<file path="src/design/slt_pkg.sv">
// ----------------------------------------------------------------------------
// slt_pkg
// Shared types, codes and sizes for the session lifecycle timeout tracker.
// ----------------------------------------------------------------------------
`timescale 1ns / 1ps

package slt_pkg;

  // Field widths.
  localparam int TIME_W   = 32;
  localparam int BYTE_W   = 48;
  localparam int AMT_W    = 32;
  localparam int MEM_W    = 32;
  localparam int QUEUE_W  = 16;
  localparam int REQ_W    = 4;
  localparam int STATE_W  = 2;
  localparam int CFG_IDX_W  = 3;
  localparam int CFG_DATA_W = 32;

  // Queue between the front and the back.
  localparam int FIFO_DEPTH = 2;
  localparam int PTR_W      = (FIFO_DEPTH > 1) ? $clog2(FIFO_DEPTH) : 1;
  localparam int CNT_W      = $clog2(FIFO_DEPTH + 1);

  // Request codes as they arrive on the input channel.
  localparam logic [REQ_W-1:0] REQ_CREATE    = 4'd0;
  localparam logic [REQ_W-1:0] REQ_RX        = 4'd1;
  localparam logic [REQ_W-1:0] REQ_TX        = 4'd2;
  localparam logic [REQ_W-1:0] REQ_MEM       = 4'd3;
  localparam logic [REQ_W-1:0] REQ_ENQUEUE   = 4'd4;
  localparam logic [REQ_W-1:0] REQ_DEQUEUE   = 4'd5;
  localparam logic [REQ_W-1:0] REQ_CHECK     = 4'd6;
  localparam logic [REQ_W-1:0] REQ_DRAIN     = 4'd7;
  localparam logic [REQ_W-1:0] REQ_TERMINATE = 4'd8;

  // Session lifecycle states.
  localparam logic [STATE_W-1:0] ST_ACTIVE     = 2'd0;
  localparam logic [STATE_W-1:0] ST_DRAINING   = 2'd1;
  localparam logic [STATE_W-1:0] ST_EXPIRED    = 2'd2;
  localparam logic [STATE_W-1:0] ST_TERMINATED = 2'd3;

  // Configuration register indexes.
  localparam logic [CFG_IDX_W-1:0] CFG_IDLE_LIMIT  = 3'd0;
  localparam logic [CFG_IDX_W-1:0] CFG_IDLE_WARN   = 3'd1;
  localparam logic [CFG_IDX_W-1:0] CFG_ABS_LIMIT   = 3'd2;
  localparam logic [CFG_IDX_W-1:0] CFG_DRAIN_LIMIT = 3'd3;
  localparam logic [CFG_IDX_W-1:0] CFG_MEM_LIMIT   = 3'd4;
  localparam logic [CFG_IDX_W-1:0] CFG_QUEUE_LIMIT = 3'd5;

  // Configuration reset values.
  localparam logic [TIME_W-1:0]  IDLE_LIMIT_RST  = TIME_W'(300);
  localparam logic [TIME_W-1:0]  IDLE_WARN_RST   = TIME_W'(240);
  localparam logic [TIME_W-1:0]  ABS_LIMIT_RST   = TIME_W'(86400);
  localparam logic [TIME_W-1:0]  DRAIN_LIMIT_RST = TIME_W'(30);
  localparam logic [MEM_W-1:0]   MEM_LIMIT_RST   = MEM_W'(1048576);
  localparam logic [QUEUE_W-1:0] QUEUE_LIMIT_RST = QUEUE_W'(1024);

  // Operation classes produced by the front.
  typedef enum logic [3:0] {
    OP_CREATE,
    OP_RX,
    OP_TX,
    OP_MEM,
    OP_ENQUEUE,
    OP_DEQUEUE,
    OP_CHECK,
    OP_DRAIN,
    OP_TERMINATE,
    OP_NOP
  } op_e;

  typedef struct packed {
    logic [REQ_W-1:0]  req_type;
    logic [TIME_W-1:0] now_sec;
    logic [AMT_W-1:0]  amount;
  } in_item_t;

  typedef struct packed {
    logic [STATE_W-1:0] session_state;
    logic               transitioned;
    logic               idle_alert;
    logic               memory_exceeded;
    logic               queue_full;
    logic [TIME_W-1:0]  idle_left_sec;
    logic [TIME_W-1:0]  absolute_left_sec;
    logic [QUEUE_W-1:0] queue_depth;
    logic [QUEUE_W-1:0] queue_peak;
    logic [MEM_W-1:0]   memory_peak;
    logic [BYTE_W-1:0]  rx_byte_total;
    logic [BYTE_W-1:0]  tx_byte_total;
  } out_item_t;

  // Classified event as it travels through the queue.
  typedef struct packed {
    op_e               op;
    logic [TIME_W-1:0] now_sec;
    logic [AMT_W-1:0]  amount;
  } evt_t;

  typedef struct packed {
    logic [TIME_W-1:0]  idle_limit;
    logic [TIME_W-1:0]  idle_warn;
    logic [TIME_W-1:0]  abs_limit;
    logic [TIME_W-1:0]  drain_limit;
    logic [MEM_W-1:0]   mem_limit;
    logic [QUEUE_W-1:0] queue_limit;
  } cfg_t;

  // Queue handshake toward the back.
  typedef struct packed {
    logic valid;
    evt_t evt;
  } fifo_out_t;

endpackage

</file>
<file path="src/design/session_lifecycle_timeout_tracker.sv">
// ----------------------------------------------------------------------------
// session_lifecycle_timeout_tracker: one session's lifecycle and timeouts.
// An event accepted at the input is written into the event queue, then applied
// in the back, which registers its result. Throughput: one event per cycle,
// set by the state update in the back, while the output is not stalled; with
// the output stalled, two more events queue before the input stalls. Reset
// restores the session and configuration defaults.
// ----------------------------------------------------------------------------
`timescale 1ns / 1ps

module session_lifecycle_timeout_tracker import slt_pkg::*; (
  input  logic                  clk_i,
  input  logic                  rst_ni,
  input  logic                  in_valid_i,
  output logic                  in_stall_o,
  input  in_item_t              in_item_i,
  output logic                  out_valid_o,
  input  logic                  out_stall_i,
  output out_item_t             out_item_o,
  input  logic                  cfg_valid_i,
  output logic                  cfg_ready_o,
  input  logic [CFG_IDX_W-1:0]  cfg_index_i,
  input  logic [CFG_DATA_W-1:0] cfg_data_i
);

  cfg_t      cfg_q;
  logic      push;
  evt_t      push_evt;
  logic      fifo_full;
  fifo_out_t head;
  logic      pop;

  assign cfg_ready_o = 1'b1;

  always_ff @(posedge clk_i or negedge rst_ni) begin
    if (!rst_ni) begin
      cfg_q.idle_limit  <= IDLE_LIMIT_RST;
      cfg_q.idle_warn   <= IDLE_WARN_RST;
      cfg_q.abs_limit   <= ABS_LIMIT_RST;
      cfg_q.drain_limit <= DRAIN_LIMIT_RST;
      cfg_q.mem_limit   <= MEM_LIMIT_RST;
      cfg_q.queue_limit <= QUEUE_LIMIT_RST;
    end else if (cfg_valid_i && cfg_ready_o) begin
      unique case (cfg_index_i)
        CFG_IDLE_LIMIT:  cfg_q.idle_limit  <= cfg_data_i[TIME_W-1:0];
        CFG_IDLE_WARN:   cfg_q.idle_warn   <= cfg_data_i[TIME_W-1:0];
        CFG_ABS_LIMIT:   cfg_q.abs_limit   <= cfg_data_i[TIME_W-1:0];
        CFG_DRAIN_LIMIT: cfg_q.drain_limit <= cfg_data_i[TIME_W-1:0];
        CFG_MEM_LIMIT:   cfg_q.mem_limit   <= cfg_data_i[MEM_W-1:0];
        CFG_QUEUE_LIMIT: cfg_q.queue_limit <= cfg_data_i[QUEUE_W-1:0];
        default: begin
        end
      endcase
    end
  end

  slt_front u_front (
    .in_valid_i  (in_valid_i),
    .in_item_i   (in_item_i),
    .fifo_full_i (fifo_full),
    .in_stall_o  (in_stall_o),
    .push_o      (push),
    .push_evt_o  (push_evt)
  );

  slt_fifo u_fifo (
    .clk_i      (clk_i),
    .rst_ni     (rst_ni),
    .push_i     (push),
    .push_evt_i (push_evt),
    .pop_i      (pop),
    .full_o     (fifo_full),
    .head_o     (head)
  );

  slt_back u_back (
    .clk_i       (clk_i),
    .rst_ni      (rst_ni),
    .cfg_i       (cfg_q),
    .head_i      (head),
    .pop_o       (pop),
    .out_stall_i (out_stall_i),
    .out_valid_o (out_valid_o),
    .out_item_o  (out_item_o)
  );

endmodule

</file>
<file path="src/design/slt_front.sv">
// ----------------------------------------------------------------------------
// slt_front
// Accepts input transactions and classifies the request code.
// ----------------------------------------------------------------------------
`timescale 1ns / 1ps

module slt_front import slt_pkg::*; (
  input  logic     in_valid_i,
  input  in_item_t in_item_i,
  input  logic     fifo_full_i,
  output logic     in_stall_o,
  output logic     push_o,
  output evt_t     push_evt_o
);

  op_e op;

  always_comb begin
    unique case (in_item_i.req_type)
      REQ_CREATE:    op = OP_CREATE;
      REQ_RX:        op = OP_RX;
      REQ_TX:        op = OP_TX;
      REQ_MEM:       op = OP_MEM;
      REQ_ENQUEUE:   op = OP_ENQUEUE;
      REQ_DEQUEUE:   op = OP_DEQUEUE;
      REQ_CHECK:     op = OP_CHECK;
      REQ_DRAIN:     op = OP_DRAIN;
      REQ_TERMINATE: op = OP_TERMINATE;
      default:       op = OP_NOP;
    endcase
  end

  assign in_stall_o         = fifo_full_i;
  assign push_o             = in_valid_i && !fifo_full_i;
  assign push_evt_o.op      = op;
  assign push_evt_o.now_sec = in_item_i.now_sec;
  assign push_evt_o.amount  = in_item_i.amount;

endmodule

</file>
<file path="src/design/slt_fifo.sv">
// ----------------------------------------------------------------------------
// slt_fifo
// Short queue of classified events between the front and the back.
// ----------------------------------------------------------------------------
`timescale 1ns / 1ps

module slt_fifo import slt_pkg::*; (
  input  logic      clk_i,
  input  logic      rst_ni,
  input  logic      push_i,
  input  evt_t      push_evt_i,
  input  logic      pop_i,
  output logic      full_o,
  output fifo_out_t head_o
);

  evt_t             entry_q [FIFO_DEPTH];
  logic [PTR_W-1:0] wr_ptr_q, wr_ptr_d;
  logic [PTR_W-1:0] rd_ptr_q, rd_ptr_d;
  logic [CNT_W-1:0] count_q, count_d;

  function automatic logic [PTR_W-1:0] ptr_next(input logic [PTR_W-1:0] p);
    return (p == PTR_W'(FIFO_DEPTH - 1)) ? '0 : p + PTR_W'(1);
  endfunction

  always_comb begin
    wr_ptr_d = push_i ? ptr_next(wr_ptr_q) : wr_ptr_q;
    rd_ptr_d = pop_i ? ptr_next(rd_ptr_q) : rd_ptr_q;
    count_d  = count_q;
    if (push_i && !pop_i) begin
      count_d = count_q + CNT_W'(1);
    end else if (pop_i && !push_i) begin
      count_d = count_q - CNT_W'(1);
    end
  end

  always_ff @(posedge clk_i or negedge rst_ni) begin
    if (!rst_ni) begin
      wr_ptr_q <= '0;
      rd_ptr_q <= '0;
      count_q  <= '0;
    end else begin
      wr_ptr_q <= wr_ptr_d;
      rd_ptr_q <= rd_ptr_d;
      count_q  <= count_d;
    end
  end

  always_ff @(posedge clk_i) begin
    if (push_i) begin
      entry_q[wr_ptr_q] <= push_evt_i;
    end
  end

  assign full_o       = (count_q == CNT_W'(FIFO_DEPTH));
  assign head_o.valid = (count_q != '0);
  assign head_o.evt   = entry_q[rd_ptr_q];

`ifndef ASSERT_OFF
  a_no_overflow: assert property (@(posedge clk_i) disable iff (!rst_ni)
    push_i |-> !full_o)
    else $error("event queue written while full");
  a_no_underflow: assert property (@(posedge clk_i) disable iff (!rst_ni)
    pop_i |-> head_o.valid)
    else $error("event queue read while empty");
`endif

endmodule

</file>
<file path="src/design/slt_back.sv">
// ----------------------------------------------------------------------------
// slt_back
// Applies one event per unstalled cycle to session state, registering result.
// ----------------------------------------------------------------------------
`timescale 1ns / 1ps

module slt_back import slt_pkg::*; (
  input  logic      clk_i,
  input  logic      rst_ni,
  input  cfg_t      cfg_i,
  input  fifo_out_t head_i,
  output logic      pop_o,
  input  logic      out_stall_i,
  output logic      out_valid_o,
  output out_item_t out_item_o
);

  logic [STATE_W-1:0] state_q, state_d;
  logic [TIME_W-1:0]  birth_q, birth_d;
  logic [TIME_W-1:0]  act_q, act_d;
  logic [TIME_W-1:0]  drain_q, drain_d;
  logic [BYTE_W-1:0]  rx_q, rx_d;
  logic [BYTE_W-1:0]  tx_q, tx_d;
  logic [QUEUE_W-1:0] qnow_q, qnow_d;
  logic [QUEUE_W-1:0] qpeak_q, qpeak_d;
  logic [MEM_W-1:0]   mpeak_q, mpeak_d;

  logic               out_valid_q;
  out_item_t          out_q, res;

  evt_t               evt;
  logic [BYTE_W-1:0]  amt_ext;
  logic [QUEUE_W-1:0] q_inc;
  logic [TIME_W-1:0]  age_pre, idle_pre, drain_pre;
  logic [TIME_W-1:0]  age_post, idle_post;
  logic               warn, mem_over, q_full;

  assign evt     = head_i.evt;
  assign pop_o   = head_i.valid && (!out_valid_q || !out_stall_i);
  assign amt_ext = BYTE_W'(evt.amount);
  assign q_inc   = (qnow_q != '1) ? qnow_q + QUEUE_W'(1) : qnow_q;

  assign age_pre   = evt.now_sec - birth_q;
  assign idle_pre  = evt.now_sec - act_q;
  assign drain_pre = evt.now_sec - drain_q;

  always_comb begin
    state_d  = state_q;
    birth_d  = birth_q;
    act_d    = act_q;
    drain_d  = drain_q;
    rx_d     = rx_q;
    tx_d     = tx_q;
    qnow_d   = qnow_q;
    qpeak_d  = qpeak_q;
    mpeak_d  = mpeak_q;
    warn     = 1'b0;
    mem_over = 1'b0;
    q_full   = 1'b0;
    unique case (evt.op)
      OP_CREATE: begin
        state_d = ST_ACTIVE;
        birth_d = evt.now_sec;
        act_d   = evt.now_sec;
        drain_d = '0;
        rx_d    = '0;
        tx_d    = '0;
        qnow_d  = '0;
        qpeak_d = '0;
        mpeak_d = '0;
      end
      OP_RX: begin
        rx_d = rx_q + amt_ext;
        if (state_q == ST_ACTIVE) begin
          act_d = evt.now_sec;
        end
      end
      OP_TX: begin
        tx_d = tx_q + amt_ext;
        if (state_q == ST_ACTIVE) begin
          act_d = evt.now_sec;
        end
      end
      OP_MEM: begin
        if (evt.amount > mpeak_q) begin
          mpeak_d = evt.amount;
        end
        mem_over = (evt.amount > cfg_i.mem_limit);
      end
      OP_ENQUEUE: begin
        qnow_d = q_inc;
        if (q_inc > qpeak_q) begin
          qpeak_d = q_inc;
        end
        q_full = (q_inc > cfg_i.queue_limit);
      end
      OP_DEQUEUE: begin
        if (qnow_q != '0) begin
          qnow_d = qnow_q - QUEUE_W'(1);
        end
      end
      OP_CHECK: begin
        // Absolute age wins over drain and idle expiry.
        if (state_q == ST_ACTIVE || state_q == ST_DRAINING) begin
          if (age_pre >= cfg_i.abs_limit) begin
            state_d = ST_EXPIRED;
          end else if (state_q == ST_DRAINING) begin
            if (drain_pre >= cfg_i.drain_limit) begin
              state_d = ST_EXPIRED;
            end
          end else if (idle_pre >= cfg_i.idle_limit) begin
            state_d = ST_EXPIRED;
          end else begin
            warn = (idle_pre >= cfg_i.idle_warn);
          end
        end
      end
      OP_DRAIN: begin
        if (state_q == ST_ACTIVE) begin
          drain_d = evt.now_sec;
          state_d = ST_DRAINING;
        end
      end
      OP_TERMINATE: begin
        state_d = ST_TERMINATED;
      end
      default: begin
      end
    endcase
  end

  // Remaining times are reported against the state after the event.
  assign idle_post = evt.now_sec - act_d;
  assign age_post  = evt.now_sec - birth_d;

  always_comb begin
    res.session_state     = state_d;
    res.transitioned      = (state_d != state_q);
    res.idle_alert        = warn;
    res.memory_exceeded   = mem_over;
    res.queue_full        = q_full;
    res.idle_left_sec     = (state_d == ST_ACTIVE && idle_post < cfg_i.idle_limit) ?
                            cfg_i.idle_limit - idle_post : '0;
    res.absolute_left_sec = (age_post < cfg_i.abs_limit) ? cfg_i.abs_limit - age_post : '0;
    res.queue_depth       = qnow_d;
    res.queue_peak        = qpeak_d;
    res.memory_peak       = mpeak_d;
    res.rx_byte_total     = rx_d;
    res.tx_byte_total     = tx_d;
  end

  always_ff @(posedge clk_i or negedge rst_ni) begin
    if (!rst_ni) begin
      state_q     <= ST_ACTIVE;
      birth_q     <= '0;
      act_q       <= '0;
      drain_q     <= '0;
      rx_q        <= '0;
      tx_q        <= '0;
      qnow_q      <= '0;
      qpeak_q     <= '0;
      mpeak_q     <= '0;
      out_valid_q <= 1'b0;
    end else begin
      if (pop_o) begin
        state_q <= state_d;
        birth_q <= birth_d;
        act_q   <= act_d;
        drain_q <= drain_d;
        rx_q    <= rx_d;
        tx_q    <= tx_d;
        qnow_q  <= qnow_d;
        qpeak_q <= qpeak_d;
        mpeak_q <= mpeak_d;
      end
      if (pop_o) begin
        out_valid_q <= 1'b1;
      end else if (!out_stall_i) begin
        out_valid_q <= 1'b0;
      end
    end
  end

  always_ff @(posedge clk_i) begin
    if (pop_o) begin
      out_q <= res;
    end
  end

  assign out_valid_o = out_valid_q;
  assign out_item_o  = out_q;

`ifndef ASSERT_OFF
  a_create_result: assert property (@(posedge clk_i) disable iff (!rst_ni)
    (pop_o && evt.op == OP_CREATE) |=>
      (out_valid_q && out_q.session_state == ST_ACTIVE && out_q.queue_depth == '0))
    else $error("create did not restart the session");
  a_peak_bound: assert property (@(posedge clk_i) disable iff (!rst_ni)
    out_valid_q |-> (out_q.queue_peak >= out_q.queue_depth))
    else $error("queue peak below current depth");
  a_terminated_sticks: assert property (@(posedge clk_i) disable iff (!rst_ni)
    (pop_o && state_q == ST_TERMINATED && evt.op != OP_CREATE) |=>
      (state_q == ST_TERMINATED))
    else $error("terminated session left terminated without create");
`endif

endmodule
</file>
<file path="config.mk">
export PLATFORM = sky130hd
export DESIGN_NAME = session_lifecycle_timeout_tracker
export DESIGN_NICKNAME = d
export VERILOG_FILES = /design/src/design/slt_pkg.sv /design/src/design/session_lifecycle_timeout_tracker.sv /design/src/design/slt_front.sv /design/src/design/slt_fifo.sv /design/src/design/slt_back.sv
export SDC_FILE = /design/constraint.sdc
export NUM_CORES = 2
export LEC_CHECK = 0
export BUFFER_PORTS_ARGS = -buffer_cell sky130_fd_sc_hd__buf_4
export CAP_MARGIN = 10
export CELL_PAD_IN_SITES_DETAIL_PLACEMENT = 1
export CELL_PAD_IN_SITES_GLOBAL_PLACEMENT = 2
export CORE_MARGIN = 1
export CORE_UTILIZATION = 40
export DETAILED_ROUTE_END_ITERATION = 10
export PLACE_DENSITY = 0.94
export SYNTH_ARGS = -nofsm -noshare
export SYNTH_HDL_FRONTEND = slang
export SYNTH_SLANG_ARGS = --single-unit
</file>
<file path="constraint.sdc">
create_clock -name clk_i -period 11.8 [get_ports clk_i]
set_clock_uncertainty 0.2 [all_clocks]
set_input_delay 1.77 -clock clk_i [delete_from_list [all_inputs] [get_ports clk_i]]
set_output_delay 1.77 -clock clk_i [all_outputs]
set_load 0.02 [all_outputs]
</file>
---- After elaboration in Yosys (flattened, before gate mapping) ----
Memory sizes are Yosys's and may differ from the RTL's.
Cells that the tools add are included.
word-level totals
  memories kept ........................... 2
  memory bits (read-only) ................. 64
  bits in latches ......................... 0
  bits in registers ....................... 669
  input bits .............................. 108
  memory bits (writable) .................. 136
  output and inout bits ................... 233
  word-level logic and storage cells ...... 137
cells by class
  equal/unequal tests ..................... 19
  bitwise operators ....................... 2
  add/subtract/negate cells ............... 15
  $lt $le $gt $ge ......................... 10
  muxes and demuxes ....................... 29
  div/mod/pow operators ................... 0
  multiply operators ...................... 0
  shifts and indexed selects .............. 0
  reductions and logical operators ........ 29
memories
  memory            depth  width  rd ports  clocked after memory_dff  write ports  line             text
  u_fifo.entry_q    2      68     1         0                         1            slt_fifo.sv:17   evt_t entry_q [FIFO_DEPTH];
  (name not given)  16     4      1         0                         0            slt_front.sv:19  unique case (in_item_i.req_type)
operator list
  kind                                                  count
  subtractor 32 bit                                     7
  one-hot mux 32 bit (2 select lines)                   3
  one-hot mux 48 bit (2 select lines)                   2
  greater-or-equal comparator 32 bit                    4
  two-way mux 32 bit                                    4
  adder 48 x 32 -> 48 bit                               2
  > comparator 32 bit                                   2
  < comparator 32 bit                                   2
  two-way mux 16 bit                                    3
  one-hot mux 16 bit (3 select lines)                   1
  > comparator 16 bit                                   2
  one-hot mux 16 bit (2 select lines)                   1
  adder 16 x 1 -> 16 bit (second input constant)        1
  equality test 4 x 3 -> 1 bit (second input constant)  4
  two-way mux 2 bit                                     8
  inequality test 16 bit (second input constant)        1
  nonzero test 16 bit                                   1
  subtractor 16 x 1 -> 16 bit (second input constant)   1
  AND reduction 2 bit                                   6
  equality test 4 x 2 -> 1 bit (second input constant)  2
  one-hot mux 2 bit (4 select lines)                    1
  equality test 3 x 2 -> 1 bit (second input constant)  2
  equality test 3 bit (second input constant)           2
  two-way mux 1 bit                                     6
  other kinds (21)                                      36

---- Logic depth before layout (Yosys ltp) ----
An unclocked memory read counts as a cell.
  word-level depth ........................ 10
  mapped depth ............................ 30
  depth with buffers taken out ............ 27

---- Cells and area by module ----
From an unflattened synthesis, not the netlist that was laid out.
second synthesis, totals
  cell total of the unflattened synthesis .. 5425
  area total of the unflattened synthesis .. 54125.7 µm²
by module, submodules not included
  module                             cells an instance  seq. area each (µm²)  area an instance (µm²)  instances
  slt_back                           4746               13387.8               41636.2                 1
  session_lifecycle_timeout_tracker  380                4428.0                6825.3                  1
  slt_fifo                           228                4184.0                5138.7                  1
  slt_front                          71                 0.0                   525.5                   1

---- Worst setup path before layout ----
No wires, ideal clock.
  kind .................................... input to register
  start ................................... in out_stall_i
  end ..................................... reg u_back.out_q, in the netlist u_back.out_item_o[0], enable pin
  arrival ................................. 9.044 ns
  buffers on the path ..................... 3
  required time ........................... 10.917 ns
  setup time .............................. 0.683 ns
  stages .................................. 6
  slack ................................... 1.873 ns
  cell sequence ........................... nand2_1 o21ai_1 inv_1 clkbuf_1 clkbuf_1 buf_1
between the ends
  longest elaborated chain between the ends .. 3
ends and longest elaborated chain
  item                    line                                     text
  start: declaration      session_lifecycle_timeout_tracker.sv:18  input logic out_stall_i,
  logical NOT 1 bit       slt_back.sv:39                           assign pop_o = head_i.valid && (!out_valid_q || !out_stall_i);
  logical OR 1 bit        slt_back.sv:39
  logical AND 1 bit       slt_back.sv:39
  named net pop           session_lifecycle_timeout_tracker.sv:31  logic pop;
  end signal: assignment  slt_back.sv:186                          out_q <= res;
  end: declaration        slt_back.sv:29                           out_item_t out_q, res;
The timed path passes the listed nets, and every way through them passes these cells.
A chain may end at the register's enable or synchronous reset.

---- Worst setup path after layout ----
  start ................................... reg u_fifo.rd_ptr_q
  end ..................................... reg u_back.out_q, in the netlist u_back.out_item_o[178] (data pin)
between the ends
  longest elaborated chain between the ends .. 5
  elaborated cells between the ends (all ways) .. 6
  classes of those cells .................. 2 x add/sub; 1 x order compare; 1 x mux; 1 x reduce/logical; 1 x memory
ends and longest elaborated chain
  item                                                             line             text
  start: declaration                                               slt_fifo.sv:19   logic [PTR_W-1:0] rd_ptr_q, rd_ptr_d;
  start signal: assignment                                         slt_fifo.sv:44   rd_ptr_q <= rd_ptr_d;
  memory (2 x 68 bit) *                                            --
  logical NOT 4 bit                                                slt_back.sv:60   unique case (evt.op)
  two-way mux 32 bit *                                             slt_back.sv:60
  named net u_back.birth_d[1]                                      slt_back.sv:19   logic [TIME_W-1:0] birth_q, birth_d;
  subtractor 32 bit *                                              slt_back.sv:134  assign age_post = evt.now_sec - birth_d;
  subtractor 32 bit / < comparator 32 bit (equally long branches)  slt_back.sv:144  res.absolute_left_sec = (age_post < cfg_i.abs_limit) ? cfg_i.abs_limit - age_post : '0;
Mark *: on every way through the listed nets, which the timed path passes. The rest lies on a longest branch.

==> impl_metrics.json <==
{
  "outcome": "completed",
  "dieArea_um2": 130700,
  "ys_seq_elements": 805,
  "worst_pin_slew_ns": 1.203,
  "drv_cap": 0,
  "yosys_warnings": 0,
  "synth_top_family_by_area": "compound AO/OA/AOI/OAI gates",
  "yosys.area.top_type": "edfxtp_1",
  "cp_max_fo": 64,
  "crit_buf_inv": 2,
  "fin_tns_setup_ns": 0,
  "syn-instance-count": 5482,
  "finalSetupViolations": 0,
  "holdPathEnd": "u_back.drain_q[19]$_DFFE_PN0P_",
  "antenna_found_initial": 5,
  "overflow": 0,
  "fin_crit_sh": 0.7824,
  "grt_use_met2": 0.4387,
  "post_cts_buffers": 0,
  "synthTopCellsByArea": "edfxtp_1 21%, dfrtp_1 20%, ha_1 12%",
  "io_pins": 341,
  "synth_edf_count": 366,
  "grt_use_total": 0.2672,
  "worstHoldPathCells": 2,
  "reg2reg_slack_ns": 2.57,
  "period_minus_slack_ns": 9.232,
  "hold_violations": 0,
  "grt_pass1_vias": 44350,
  "synth_cell_types": 88,
  "fp-row-count": 131,
  "synthMuxAreaShare": 0.03299,
  "syn_area_um2": 51690,
  "cpPeakStageDelay_ns": 0.82,
  "pre_cts_slack_ns": 2.601,
  "hold_class": "flip-flop to flip-flop",
  "gr-max-usage-layer": "met2",
  "routed_via_density": 5.737,
  "synth-simple-area-share": 0.1357,
  "gp_congestion": 0.9143,
  "die_x_um": 361.5,
  "hpwl_um": 130900,
  "rsz0062_at_grt": "no",
  "synthXorXnorAreaFrac": 0.04947,
  "initial_core_util": 0.4043,
  "timing_worst_setup_path_type": "flip-flop to flip-flop",
  "design.final.nets": 6406,
  "ff2ff_path_depth": 25,
  "clkLatencyLatePin_ns": 0.74,
  "final_cell_mix": "645 x nand2_1, 513 x ha_1, 476 x o21ai_0, 464 x inv_1, 419 x dfrtp_1",
  "portBuffers": 339,
  "synth_compound_area_frac": 0.1811,
  "synth.top_cell.area_share": 0.2126,
  "synth_seq_area_share": 0.4256,
  "grt_pass1_wl_um": 269800,
  "use_met1": 0.3565,
  "regArea_um2": 22000,
  "avgRoutedWirePerCell_um": 23.57,
  "vias": 43160,
  "tritoncts": "built",
  "cts_root_buf": "clkbuf_16",
  "crit_required_ns": 12.00,
  "layout_commonest_cell": "nand2_1",
  "async_flop_share": 0.5453,
  "crit_path_frequent_cell": "a21o_1",
  "start_kind": "flip-flop",
  "multi_input_area_um2": 27370,
  "r2r-start": "u_fifo.rd_ptr_q$_DFFE_PN0P_",
  "hp-start": "u_back.drain_q[19]$_DFFE_PN0P_",
  "r2r-end": "u_back.out_item_o[178]$_SDFFCE_PP0P_",
  "fmax_ghz": 0.1083,
  "finish.utilization": 0.4652,
  "postRouteAntennaNets": 0,
  "numCtsBuffers": 95,
  "drt_iter0_drc": 3138,
  "cts_hold_buf": 0,
  "core_um2": 127800,
  "drc": 0,
  "fill_cells": 14510,
  "die_y_um": 361.5,
  "avgSynthCellArea_um2": 9.430,
  "slew_headroom": 0.1952,
  "synthAdderAreaFrac": 0.1277,
  "area.growth.synth_to_final_pct": 15.04,
  "grt.met3_usage": 0.03502,
  "grt_max_degree": 173,
  "postCtsResizedCells": 0,
  "drt-pass1-iter-count": 5,
  "crit_family": "compound AO/OA/AOI/OAI gates",
  "crit_slowest_cell": "nand2_1",
  "cts.htree.levels": 3,
  "routed_wirelength_um": 177300,
  "arrival_ns": 9.43,
  "cp-end-kind": "flip-flop",
  "synth_nets": 6112,
  "clk_pin_slew_worst_paths_ns": 0.06,
  "worst_slack_ns": 2.568,
  "drive_gt1_frac": 0.1115,
  "cts_sinks": 805,
  "synth_flop_cell": "dfrtp_1",
  "slew_viol_final": 0,
  "cts_buffer_depth": 3
}
-- cell type report --
class / instances / area share
antenna: 2 / 0.00008416
clock buffer: 128 / 0.04393
clock inverter: 51 / 0.01277
inverter: 465 / 0.02948
multi-input combinational: 4028 / 0.4602
sequential: 805 / 0.3700
tap: 1662 / 0.03497
timing repair buffer: 381 / 0.04860
-- per-layer routing --
metal	up-vias	share of wire
met5	-	0.00015
met1	21660	0.44
met2	1065	0.47
met3	280	0.052
met4	4	0.038
li1	20150	-
-- worst register-to-register path: stages, from the launching register on --
cell      delay, ns
dfrtp_4        0.48
buf_4          0.66
mux2_2         0.49
nor2_1         0.42
nand2_4        0.50
o21ai_0        0.59
inv_1          0.09
ha_1           0.28
nor2b_1        0.14
o31a_1         0.27
o31ai_1        0.50
o21ai_0        0.19
or3_1          0.34
a21o_1         0.21
a311o_1        0.40
a221oi_1       0.33
xor2_1         0.19
ha_1           0.31
a21o_1         0.23
a21o_1         0.18
a21o_1         0.19
a21oi_1        0.24
nand3_1        0.15
a221o_1        0.34
nand2_1        0.82
nor2_1         0.17
-- cells in the mapped netlist, drive strengths merged, types with 9 or more instances --
cell / instances
a211o: 11
a22o: 64
buf: 16
and2: 23
o31a: 10
clkbuf: 168
mux2: 59
nor4: 22
nand4: 72
a21oi: 379
o31ai: 35
ha: 513
nor2b: 53
o22ai: 26
edfxtp: 366
o41ai: 10
xnor2: 164
dfrtp: 420
nor2: 367
and4: 11
a31oi: 36
inv: 465
a221oi: 11
a21o: 172
dfstp: 19
o21bai: 29
nand2b: 56
xor2: 128
a211oi: 32
mux2i: 104
nor3: 70
a21boi: 9
o21ai: 483
a2111oi: 13
o21a: 57
fa: 9
and3: 42
o211ai: 26
o2111ai: 9
or3: 34
nand2: 647
nand3: 124
-- through the flow --
stage / instance area [um^2] / hold slack, ns / cells
2_1_floorplan: 51690 / 0.2498 / 5482
3_3_place_gp: 56090 / 0.2634 / 7340
3_5_place_dp: 56090 / 0.2703 / 7340
4_1_cts: 59460 / 0.2823 / 7519
5_1_grt: 59470 / 0.3045 / 7521
6_report: 59470 / 0.2806 / 7522
-- registers in the layout (all words and copies together), names as in the netlist, 48 cells and up --
| register | cells |
|---|---|
| u_back.out_item_o | 230 |
| u_fifo.entry_q | 136 |
| u_back.tx_q | 48 |
| u_back.rx_q | 48 |
| cfg_q | 176 |
-- cell families after synthesis --
family,after synthesis
buffers and inverters,649
other,1
XOR/XNOR,292
multiplexers,163
AO/OA/AOI/OAI,1498
adder cells (fa/ha/maj),522
flip-flops,805
AND/OR/NAND/NOR,1552
-- worst max path at each step --
| stage | cells after the start | startpoint | to |
|---|---|---|---|
| after floorplan | 6 | out_stall_i | u_back.out_item_o[0]$_DFFE_PP_ |
| after global placement | 25 | u_fifo.rd_ptr_q$_DFFE_PN0P_ | u_back.out_item_o[171]$_SDFFCE_PP0P_ |
| after detailed placement | 26 | u_fifo.rd_ptr_q$_DFFE_PN0P_ | u_back.out_item_o[215]$_SDFFCE_PN0P_ |
| after CTS | 26 | u_fifo.rd_ptr_q$_DFFE_PN0P_ | u_back.out_item_o[215]$_SDFFCE_PN0P_ |
| after global routing | 25 | u_fifo.rd_ptr_q$_DFFE_PN0P_ | u_back.out_item_o[178]$_SDFFCE_PP0P_ |
| final | 25 | u_fifo.rd_ptr_q$_DFFE_PN0P_ | u_back.out_item_o[178]$_SDFFCE_PP0P_ |
Power is not shown: default switching activity piles up to over one toggle a cycle in this logic, so the estimate is an artifact.
